File: src/design/pjtd_pkg.sv
// ----------------------------------------------------------------------------
// pjtd_pkg
// Shared types and codes of the periodic job tick divider.
// ----------------------------------------------------------------------------
package pjtd_pkg;

  localparam int DATA_W = 32;
  localparam int SLOT_W = 4;

  localparam logic KIND_ADD  = 1'b0;
  localparam logic KIND_FIRE = 1'b1;

  localparam logic STATUS_OK   = 1'b0;
  localparam logic STATUS_FULL = 1'b1;

  localparam logic ACTION_TICK = 1'b0;
  localparam logic ACTION_ADD  = 1'b1;

  typedef struct packed {
    logic [DATA_W-1:0] ratio;
    logic [DATA_W-1:0] count;
  } pjtd_entry_t;

  localparam int ENTRY_W = $bits(pjtd_entry_t);

  typedef struct packed {
    logic              start;
    logic [DATA_W-1:0] dividend;
    logic [DATA_W-1:0] divisor;
  } pjtd_div_req_t;

  typedef struct packed {
    logic              done;
    logic [DATA_W-1:0] quotient;
  } pjtd_div_rsp_t;

endpackage

File: src/design/pjtd_ram.sv
// ----------------------------------------------------------------------------
// pjtd_ram
// Generic single-write, single-read RAM with registered read data.
// ----------------------------------------------------------------------------
module pjtd_ram #(
  parameter int WIDTH = 64,
  parameter int DEPTH = 16
) (
  input  logic                                  clk,
  input  logic                                  wr_en,
  input  logic [(DEPTH > 1 ? $clog2(DEPTH) : 1)-1:0] wr_addr,
  input  logic [WIDTH-1:0]                      wr_data,
  input  logic                                  rd_en,
  input  logic [(DEPTH > 1 ? $clog2(DEPTH) : 1)-1:0] rd_addr,
  output logic [WIDTH-1:0]                      rd_data
);

  logic [WIDTH-1:0] mem [DEPTH];
  logic [WIDTH-1:0] rd_data_r;

  always_ff @(posedge clk) begin
    if (wr_en) begin
      mem[wr_addr] <= wr_data;
    end
    if (rd_en) begin
      rd_data_r <= mem[rd_addr];
    end
  end

  assign rd_data = rd_data_r;

endmodule

File: src/design/pjtd_div.sv
// ----------------------------------------------------------------------------
// pjtd_div
// Restoring divider, one quotient bit per cycle.
// ----------------------------------------------------------------------------
module pjtd_div (
  input  logic                   clk,
  input  logic                   rst_n,
  input  pjtd_pkg::pjtd_div_req_t req,
  output pjtd_pkg::pjtd_div_rsp_t rsp
);
  import pjtd_pkg::*;

  localparam int CNT_W = $clog2(DATA_W);

  logic              busy_r, busy_nxt;
  logic              done_r, done_nxt;
  logic [CNT_W-1:0]  cnt_r, cnt_nxt;
  logic [DATA_W-1:0] rem_r, rem_nxt;
  logic [DATA_W-1:0] q_r, q_nxt;
  logic [DATA_W-1:0] dvs_r, dvs_nxt;
  logic [DATA_W:0]   rem_sh;
  logic [DATA_W:0]   rem_sub;
  logic              q_bit;

  always_comb begin
    rem_sh   = {rem_r, q_r[DATA_W-1]};
    rem_sub  = rem_sh - {1'b0, dvs_r};
    q_bit    = (rem_sh >= {1'b0, dvs_r});
    busy_nxt = busy_r;
    done_nxt = 1'b0;
    cnt_nxt  = cnt_r;
    rem_nxt  = rem_r;
    q_nxt    = q_r;
    dvs_nxt  = dvs_r;
    if (req.start) begin
      busy_nxt = 1'b1;
      cnt_nxt  = '0;
      rem_nxt  = '0;
      q_nxt    = req.dividend;
      dvs_nxt  = req.divisor;
    end else if (busy_r) begin
      rem_nxt = q_bit ? rem_sub[DATA_W-1:0] : rem_sh[DATA_W-1:0];
      q_nxt   = {q_r[DATA_W-2:0], q_bit};
      cnt_nxt = cnt_r + 1'b1;
      if (cnt_r == CNT_W'(DATA_W - 1)) begin
        busy_nxt = 1'b0;
        done_nxt = 1'b1;
      end
    end
  end

  always_ff @(posedge clk) begin
    if (!rst_n) begin
      busy_r <= 1'b0;
      done_r <= 1'b0;
      cnt_r  <= '0;
    end else begin
      busy_r <= busy_nxt;
      done_r <= done_nxt;
      cnt_r  <= cnt_nxt;
    end
    rem_r <= rem_nxt;
    q_r   <= q_nxt;
    dvs_r <= dvs_nxt;
  end

  assign rsp.done     = done_r;
  assign rsp.quotient = q_r;

endmodule

File: src/design/periodic_job_tick_divider.sv
// ----------------------------------------------------------------------------
// periodic_job_tick_divider
// Table of periodic jobs driven by a base tick; adds jobs and reports firings.
//
//   channel | direction | handshake            | payload
//   in      | input     | in_valid / in_ready  | in_action, in_job_interval
//   out     | output    | out_valid / out_ready| out_kind, out_slot, out_status,
//           |           |                      | out_last
//   cfg     | input     | cfg_valid / cfg_ready| cfg_base_interval
//
// One request at a time. An add waits for the serial 32-step divider. A
// tick reads, updates and writes back each occupied slot through the table
// RAM's single read port, and a firing found while an earlier one is still
// pending passes through S_PUSH. A stalled output holds up the request.
// Reset clears the job count; no clearing pass is needed since only added
// slots are ever read.
// ----------------------------------------------------------------------------
module periodic_job_tick_divider #(
  parameter int MAX_JOBS = 16
) (
  input  logic                        clk,
  input  logic                        rst_n,
  input  logic                        in_valid,
  output logic                        in_ready,
  input  logic                        in_action,
  input  logic signed [31:0]          in_job_interval,
  output logic                        out_valid,
  input  logic                        out_ready,
  output logic                        out_kind,
  output logic [pjtd_pkg::SLOT_W-1:0] out_slot,
  output logic                        out_status,
  output logic                        out_last,
  input  logic                        cfg_valid,
  output logic                        cfg_ready,
  input  logic [31:0]                 cfg_base_interval
);
  import pjtd_pkg::*;

  localparam int AW = (MAX_JOBS > 1) ? $clog2(MAX_JOBS) : 1;
  localparam int CW = $clog2(MAX_JOBS + 1);

  localparam logic [2:0] S_IDLE = 3'd0;
  localparam logic [2:0] S_RD   = 3'd1;
  localparam logic [2:0] S_EV   = 3'd2;
  localparam logic [2:0] S_PUSH = 3'd3;
  localparam logic [2:0] S_DIV  = 3'd4;
  localparam logic [2:0] S_ACK  = 3'd5;
  localparam logic [2:0] S_FIN  = 3'd6;

  logic [2:0]        state_r, state_nxt;
  logic [CW-1:0]     job_count_r, job_count_nxt;
  logic [CW-1:0]     idx_r, idx_nxt;
  logic              pend_v_r, pend_v_nxt;
  logic [CW-1:0]     pend_slot_r, pend_slot_nxt;
  logic [CW-1:0]     ack_slot_r, ack_slot_nxt;
  logic              ack_full_r, ack_full_nxt;
  logic [DATA_W-1:0] base_r;
  logic              out_valid_r, out_valid_nxt;
  logic              out_kind_r, out_kind_nxt;
  logic [SLOT_W-1:0] out_slot_r, out_slot_nxt;
  logic              out_status_r, out_status_nxt;
  logic              out_last_r, out_last_nxt;

  logic              out_free;
  logic [DATA_W-1:0] base_eff;
  logic [DATA_W-1:0] raw;
  logic [DATA_W-1:0] interval;
  logic [DATA_W-1:0] cnt_inc;
  logic              fire;
  logic [CW-1:0]     idx_inc;

  pjtd_div_req_t     div_req;
  pjtd_div_rsp_t     div_rsp;

  logic              ram_wr_en;
  logic [AW-1:0]     ram_wr_addr;
  pjtd_entry_t       ram_wr_data;
  logic              ram_rd_en;
  logic [ENTRY_W-1:0] ram_rd_raw;
  pjtd_entry_t       rd_entry;

  pjtd_div u_div (
    .clk   (clk),
    .rst_n (rst_n),
    .req   (div_req),
    .rsp   (div_rsp)
  );

  pjtd_ram #(
    .WIDTH (ENTRY_W),
    .DEPTH (MAX_JOBS)
  ) u_ram (
    .clk     (clk),
    .wr_en   (ram_wr_en),
    .wr_addr (ram_wr_addr),
    .wr_data (ram_wr_data),
    .rd_en   (ram_rd_en),
    .rd_addr (idx_r[AW-1:0]),
    .rd_data (ram_rd_raw)
  );

  assign rd_entry  = pjtd_entry_t'(ram_rd_raw);
  assign in_ready  = (state_r == S_IDLE);
  assign cfg_ready = 1'b1;
  assign out_free  = !out_valid_r || out_ready;
  assign base_eff  = (base_r == '0) ? DATA_W'(1) : base_r;
  assign raw       = DATA_W'(in_job_interval);
  assign interval  = ((raw == '0) || raw[DATA_W-1] || (raw < base_eff)) ? base_eff : raw;
  assign cnt_inc   = rd_entry.count + 1'b1;
  assign fire      = (cnt_inc >= rd_entry.ratio);
  assign idx_inc   = idx_r + 1'b1;

  always_comb begin
    state_nxt      = state_r;
    job_count_nxt  = job_count_r;
    idx_nxt        = idx_r;
    pend_v_nxt     = pend_v_r;
    pend_slot_nxt  = pend_slot_r;
    ack_slot_nxt   = ack_slot_r;
    ack_full_nxt   = ack_full_r;
    out_valid_nxt  = out_valid_r && !out_ready;
    out_kind_nxt   = out_kind_r;
    out_slot_nxt   = out_slot_r;
    out_status_nxt = out_status_r;
    out_last_nxt   = out_last_r;
    div_req.start    = 1'b0;
    div_req.dividend = interval;
    div_req.divisor  = base_eff;
    ram_wr_en        = 1'b0;
    ram_wr_addr      = idx_r[AW-1:0];
    ram_wr_data      = '{ratio: rd_entry.ratio, count: fire ? '0 : cnt_inc};
    ram_rd_en        = 1'b0;

    case (state_r)
      S_IDLE: begin
        if (in_valid) begin
          if (in_action == ACTION_ADD) begin
            if (job_count_r >= CW'(MAX_JOBS)) begin
              ack_full_nxt = STATUS_FULL;
              ack_slot_nxt = '0;
              state_nxt    = S_ACK;
            end else begin
              ack_full_nxt  = STATUS_OK;
              div_req.start = 1'b1;
              state_nxt     = S_DIV;
            end
          end else begin
            idx_nxt   = '0;
            state_nxt = (job_count_r == '0) ? S_FIN : S_RD;
          end
        end
      end
      S_DIV: begin
        if (div_rsp.done) begin
          ram_wr_en     = 1'b1;
          ram_wr_addr   = job_count_r[AW-1:0];
          ram_wr_data   = '{ratio: div_rsp.quotient, count: '0};
          ack_slot_nxt  = job_count_r;
          job_count_nxt = job_count_r + 1'b1;
          state_nxt     = S_ACK;
        end
      end
      S_ACK: begin
        if (out_free) begin
          out_valid_nxt  = 1'b1;
          out_kind_nxt   = KIND_ADD;
          out_slot_nxt   = SLOT_W'(ack_slot_r);
          out_status_nxt = ack_full_r;
          out_last_nxt   = 1'b1;
          state_nxt      = S_IDLE;
        end
      end
      S_RD: begin
        ram_rd_en = 1'b1;
        state_nxt = S_EV;
      end
      S_EV: begin
        // write back this slot; the next read is always a different slot
        if (rd_entry.ratio != '0) begin
          ram_wr_en = 1'b1;
        end
        if ((rd_entry.ratio != '0) && fire && pend_v_r) begin
          state_nxt = S_PUSH;
        end else begin
          if ((rd_entry.ratio != '0) && fire) begin
            pend_v_nxt    = 1'b1;
            pend_slot_nxt = idx_r;
          end
          idx_nxt   = idx_inc;
          state_nxt = (idx_inc == job_count_r) ? S_FIN : S_RD;
        end
      end
      S_PUSH: begin
        if (out_free) begin
          out_valid_nxt  = 1'b1;
          out_kind_nxt   = KIND_FIRE;
          out_slot_nxt   = SLOT_W'(pend_slot_r);
          out_status_nxt = STATUS_OK;
          out_last_nxt   = 1'b0;
          pend_slot_nxt  = idx_r;
          idx_nxt        = idx_inc;
          state_nxt      = (idx_inc == job_count_r) ? S_FIN : S_RD;
        end
      end
      S_FIN: begin
        if (!pend_v_r) begin
          state_nxt = S_IDLE;
        end else if (out_free) begin
          out_valid_nxt  = 1'b1;
          out_kind_nxt   = KIND_FIRE;
          out_slot_nxt   = SLOT_W'(pend_slot_r);
          out_status_nxt = STATUS_OK;
          out_last_nxt   = 1'b1;
          pend_v_nxt     = 1'b0;
          state_nxt      = S_IDLE;
        end
      end
      default: begin
        state_nxt = S_IDLE;
      end
    endcase
  end

  always_ff @(posedge clk) begin
    if (!rst_n) begin
      state_r     <= S_IDLE;
      job_count_r <= '0;
      idx_r       <= '0;
      pend_v_r    <= 1'b0;
      out_valid_r <= 1'b0;
      base_r      <= DATA_W'(1);
    end else begin
      state_r     <= state_nxt;
      job_count_r <= job_count_nxt;
      idx_r       <= idx_nxt;
      pend_v_r    <= pend_v_nxt;
      out_valid_r <= out_valid_nxt;
      if (cfg_valid && cfg_ready) begin
        base_r <= cfg_base_interval;
      end
    end
    pend_slot_r  <= pend_slot_nxt;
    ack_slot_r   <= ack_slot_nxt;
    ack_full_r   <= ack_full_nxt;
    out_kind_r   <= out_kind_nxt;
    out_slot_r   <= out_slot_nxt;
    out_status_r <= out_status_nxt;
    out_last_r   <= out_last_nxt;
  end

  assign out_valid  = out_valid_r;
  assign out_kind   = out_kind_r;
  assign out_slot   = out_slot_r;
  assign out_status = out_status_r;
  assign out_last   = out_last_r;

endmodule

File: config.mk
export PLATFORM = sky130hd
export DESIGN_NAME = periodic_job_tick_divider
export DESIGN_NICKNAME = d
export VERILOG_FILES = /design/src/design/pjtd_pkg.sv /design/src/design/pjtd_ram.sv /design/src/design/pjtd_div.sv /design/src/design/periodic_job_tick_divider.sv
export SDC_FILE = /design/constraint.sdc
export NUM_CORES = 2
export LEC_CHECK = 0
export ABC_AREA = 1
export BUFFER_PORTS_ARGS = -buffer_cell sky130_fd_sc_hd__buf_2
export CORE_MARGIN = 1
export CORE_UTILIZATION = 60
export CTS_CLUSTER_DIAMETER = 30
export DETAILED_ROUTE_END_ITERATION = 10
export PLACE_DENSITY_LB_ADDON = 0.05
export SLEW_MARGIN = 5
export SYNTH_ARGS = -nofsm -noshare
export SYNTH_HDL_FRONTEND = slang
export SYNTH_SLANG_ARGS = --single-unit
export TNS_END_PERCENT = 30
File: constraint.sdc
create_clock -name clk -period 9.6 [get_ports clk]
set_input_delay 0 -clock clk [delete_from_list [all_inputs] [get_ports clk]]
set_output_delay 0 -clock clk [all_outputs]
set_load 0.02 [all_outputs]
==> flow_summary.yaml <==
run_status:
  outcome: "completed"
clock_tree:
  cts-root-buf: "clkbuf_16"
  clk_path_buf_depth: 3
  cts-htree-levels: 4
  clk_pin_slew_worst_paths_ns: 0.05
  cts_setup_buffers: 0
  insertion_delay_ns: 0.80
  numCtsBuffers: 222
  tritoncts: "done"
  cts.sinks: 1254
  cts_resized: 0
die:
  fp-row-count: 109
  dieArea_mm2: 0.0902
  core_area_mm2: 0.0882
  ios: 80
  die_x_um: 300
  die_y_um: 300
  start_util_pct: 60.5
global_route:
  grt_pass1_wl_mm: 222
  grt_pass1_vias: 36900
  grt_antenna_before_repair: 0
  overflow: 0
  grt_usage_pct: 32.8
  grt_max_degree: 210
yosys:
  avgSynthCellArea_um2: 11.8
  synth_edf_count: 1168
  yosys-top-cells-count: "edfxtp_1, nor2_1, o21ai_0"
  ys_ff_latch: 1254
  yosysSeqAreaShare_pct: 68.9
  ys_types: 55
  synth.net_count: 4707
  synth_top_area_cell: "edfxtp_1"
  synth.cell_area_mm2: 0.0534
  synthMostInstantiatedCell: "edfxtp_1"
  synthArstFlopShare_pct: 0
  synth_flop_cell: "edfxtp_1"
  ys_warn_count: 0
  netlist_instances: 4535
  synthTopCellsByArea: "edfxtp_1, o21ai_0, nor2_1"
  yosysTopAreaCellShare_pct: 65.7
placed_design:
  place.gp.congestion: 0.939
  place_area_mm2: 0.0548
  place_ws_ns: 4.27
  hpwl_mm: 77.0
  port_buffers: 78
hold_path:
  hold_path_startpoint: "in_job_interval[31]"
  min_delay_path_depth: 6
  hold_class: "input pin to register"
  min_to: "u_div.q_r[12]$_DFFE_PP_"
sta:
  finalMaxSlewViolations: 0
  tightest_slew_ns: 1.31
  period_minus_slack_ns: 5.67
  finalWorstSetupSlack_ns: 3.93
  timing.fmax_ghz: 0.176
  hold_viol: 0
  skew_ns: 0.0409
  tns_ns: 0
  rsz0062_at_grt: "false"
  max-slew-margin-rel_pct: 12.2
  setup-violations-final: 0
  min_period_over_period_pct: 59.1
pwr:
  peakVddDrop_uv: 367
  p_leak_uw: 0.0228
  powerDensity_mw_per_mm2: 324
cells_and_area:
  area_growth_pct: 19.8
  fin_area_mm2: 0.0640
  drive_gt1_share_pct: 12.0
  nets: 4919
  fillers: 5924
  regArea_mm2: 0.0368
  multiInputGateArea_mm2: 0.0145
setup_path:
  rrSetupSlack_ns: 3.93
  critPathLaunchType: "register"
  worstPathRequired_ns: 10.03
  r2r_cells: 25
  critPathKind: "register to register"
  r2r_start: "u_ram.rd_data[0]$_DFFE_PP_"
  crit_path_end_kind: "register"
  arrival_ns: 6.10
  crit_fanout: 19
  rr_endpoint: "u_ram.mem[11][6]$_DFFE_PP_"
routing:
  antenna_left: 0
  drcViolationCount: 0
  wl_per_cell_um: 24.1
  via_per_inst: 6.15
  via_count: 37600
  drt_iter0_drc: 4204
  wl_mm: 147
  dr.pass1.iters: 5
job:
  maxCapViolCount: 0
-- cell families (layout without fill, tap and decap cells) --
| kind of cell | after synthesis | after routing | share of synthesized area, % |
|---|---|---|---|
| flops | 1254 | 1254 | 68.9 |
| other cells | 1 | 2 | 0.00703 |
| compound gates | 1109 | 1109 | 12.5 |
| buf+inv | 579 | 988 | 4.16 |
| fa+ha+maj | 102 | 102 | 2.40 |
| simple gates | 1435 | 1435 | 11.1 |
| xor+xnor | 55 | 55 | 0.902 |
-- worst max-delay path by stage --
stage,start,endpoint,slack (ns)
after global routing,u_ram.rd_data[0]$_DFFE_PP_,u_ram.mem[4][6]$_DFFE_PP_,3.65
after floorplan,state_r[2]$_SDFFE_PN0P_,state_r[1]$_SDFFE_PN0P_,4.02
after detailed placement,u_ram.rd_data[0]$_DFFE_PP_,u_ram.mem[0][6]$_DFFE_PP_,4.27
final,u_ram.rd_data[0]$_DFFE_PP_,u_ram.mem[11][6]$_DFFE_PP_,3.93
after CTS,u_ram.rd_data[0]$_DFFE_PP_,u_ram.mem[0][6]$_DFFE_PP_,4.11
after global placement,u_ram.rd_data[0]$_DFFE_PP_,u_ram.mem[5][16]$_DFFE_PP_,4.32
-- through the flow --
step | total power [uW] | instances | util, % | hold WS (ns)
floorplan | 10900 | 4535 | - | 0.111
global placement | 12600 | 5554 | 62.1 | 0.278
detailed placement | 12700 | 5554 | 62.1 | 0.285
CTS | 20700 | 6109 | 72.5 | 0.00673
global route | 21600 | 6109 | 72.5 | 0.0644
finish | 20800 | 6110 | 72.5 | 0.0404
-- sequential cells by signal, summed over array words and instances (netlist names), 3 cells and up --
signal,count
base_r,32
pend_slot_r,4
state_r,3
u_ram.rd_data,64
out_slot,4
idx_r,5
u_div.cnt_r,5
u_div.q_r,32
ack_slot_r,4
u_div.rem_r,32
u_ram.mem,1024
u_div.dvs_r,32
job_count_r,5
-- placed cells by master, fill, tap and decap left out, types with 5 or more instances in the layout --
cell type,count
edfxtp_1,1168
nor2_1,662
o21ai_0,611
nand2_1,427
inv_1,269
nand3_1,231
clkbuf_16,224
o221ai_1,210
dlygate4sd3_1,134
a21oi_1,111
ha_1,101
dfxtp_1,82
buf_2,78
buf_4,72
o211ai_1,53
o22ai_1,49
clkinv_2,38
clkinvlp_4,38
xor2_1,35
nand4_1,32
bufinv_16,32
o21ai_1,31
clkinv_1,26
inv_6,25
nor3_1,24
xnor2_1,20
nor2_4,18
nor4_1,13
clkbuf_1,13
clkinv_4,13
inv_16,8
nor2_2,7
a21o_1,7
inv_2,6
a211oi_1,6
nand3b_1,5
o21a_1,5
a31oi_1,5
o21bai_1,5
-- layer usage --
metal / GRT usage (%) / wire (um) / vias up
li1: - / - / 17100
met1: 45.3 / 60200 / 18300
met2: 51.9 / 69700 / 1799
met3: 5.72 / 12400 / 377
met4: 13.5 / 4900 / 0
met5: 0 / 0 / -
-- critical path: stages, from the launching register on --
cell      delay, ns
edfxtp_1       0.40
ha_1           0.19
nand2_1        0.06
inv_2          0.10
nand2_2        0.09
nor2_2         0.12
inv_2          0.05
nor4_2         0.16
nand3b_1       0.20
nor2_2         0.19
nand2_1        0.12
nor2_1         0.14
nand3_1        0.14
nor2_2         0.18
nand2_1        0.09
xor2_1         0.20
inv_1          0.07
ha_1           0.27
nand2_1        0.10
inv_1          0.09
nand4_1        0.09
o211ai_1       0.09
a21oi_1        0.18
nand3_1        0.60
buf_4          0.52
nor2_1         0.84
-- area by class of cell --
class                      instances  share of cell area, %
timing repair buffer             286                   3.62
tap                             1165                   2.28
multi-input combinational       2702                   22.7
inverter                         281                   1.68
clock inverter                   182                   3.28
antenna                            1                0.00391
sequential                      1254                   57.6
clock buffer                     239                   8.88
-- timing repair --
| item | in CTS | in global routing |
|---|---|---|
| setup endpoints to repair | 0 | 0 |
| hold buffers | 134 | 0 |
| endpoints found under the hold margin | 98 | 0 |
-- where the power goes --
group	switching (uW)	total [uW]	leakage, uW	internal, uW
registers	245	7150	0.0113	6900
clock network	2820	8010	0.00371	5190
logic	4050	5590	0.00780	1540
Note: power is estimated with default switching activity, not from simulation.
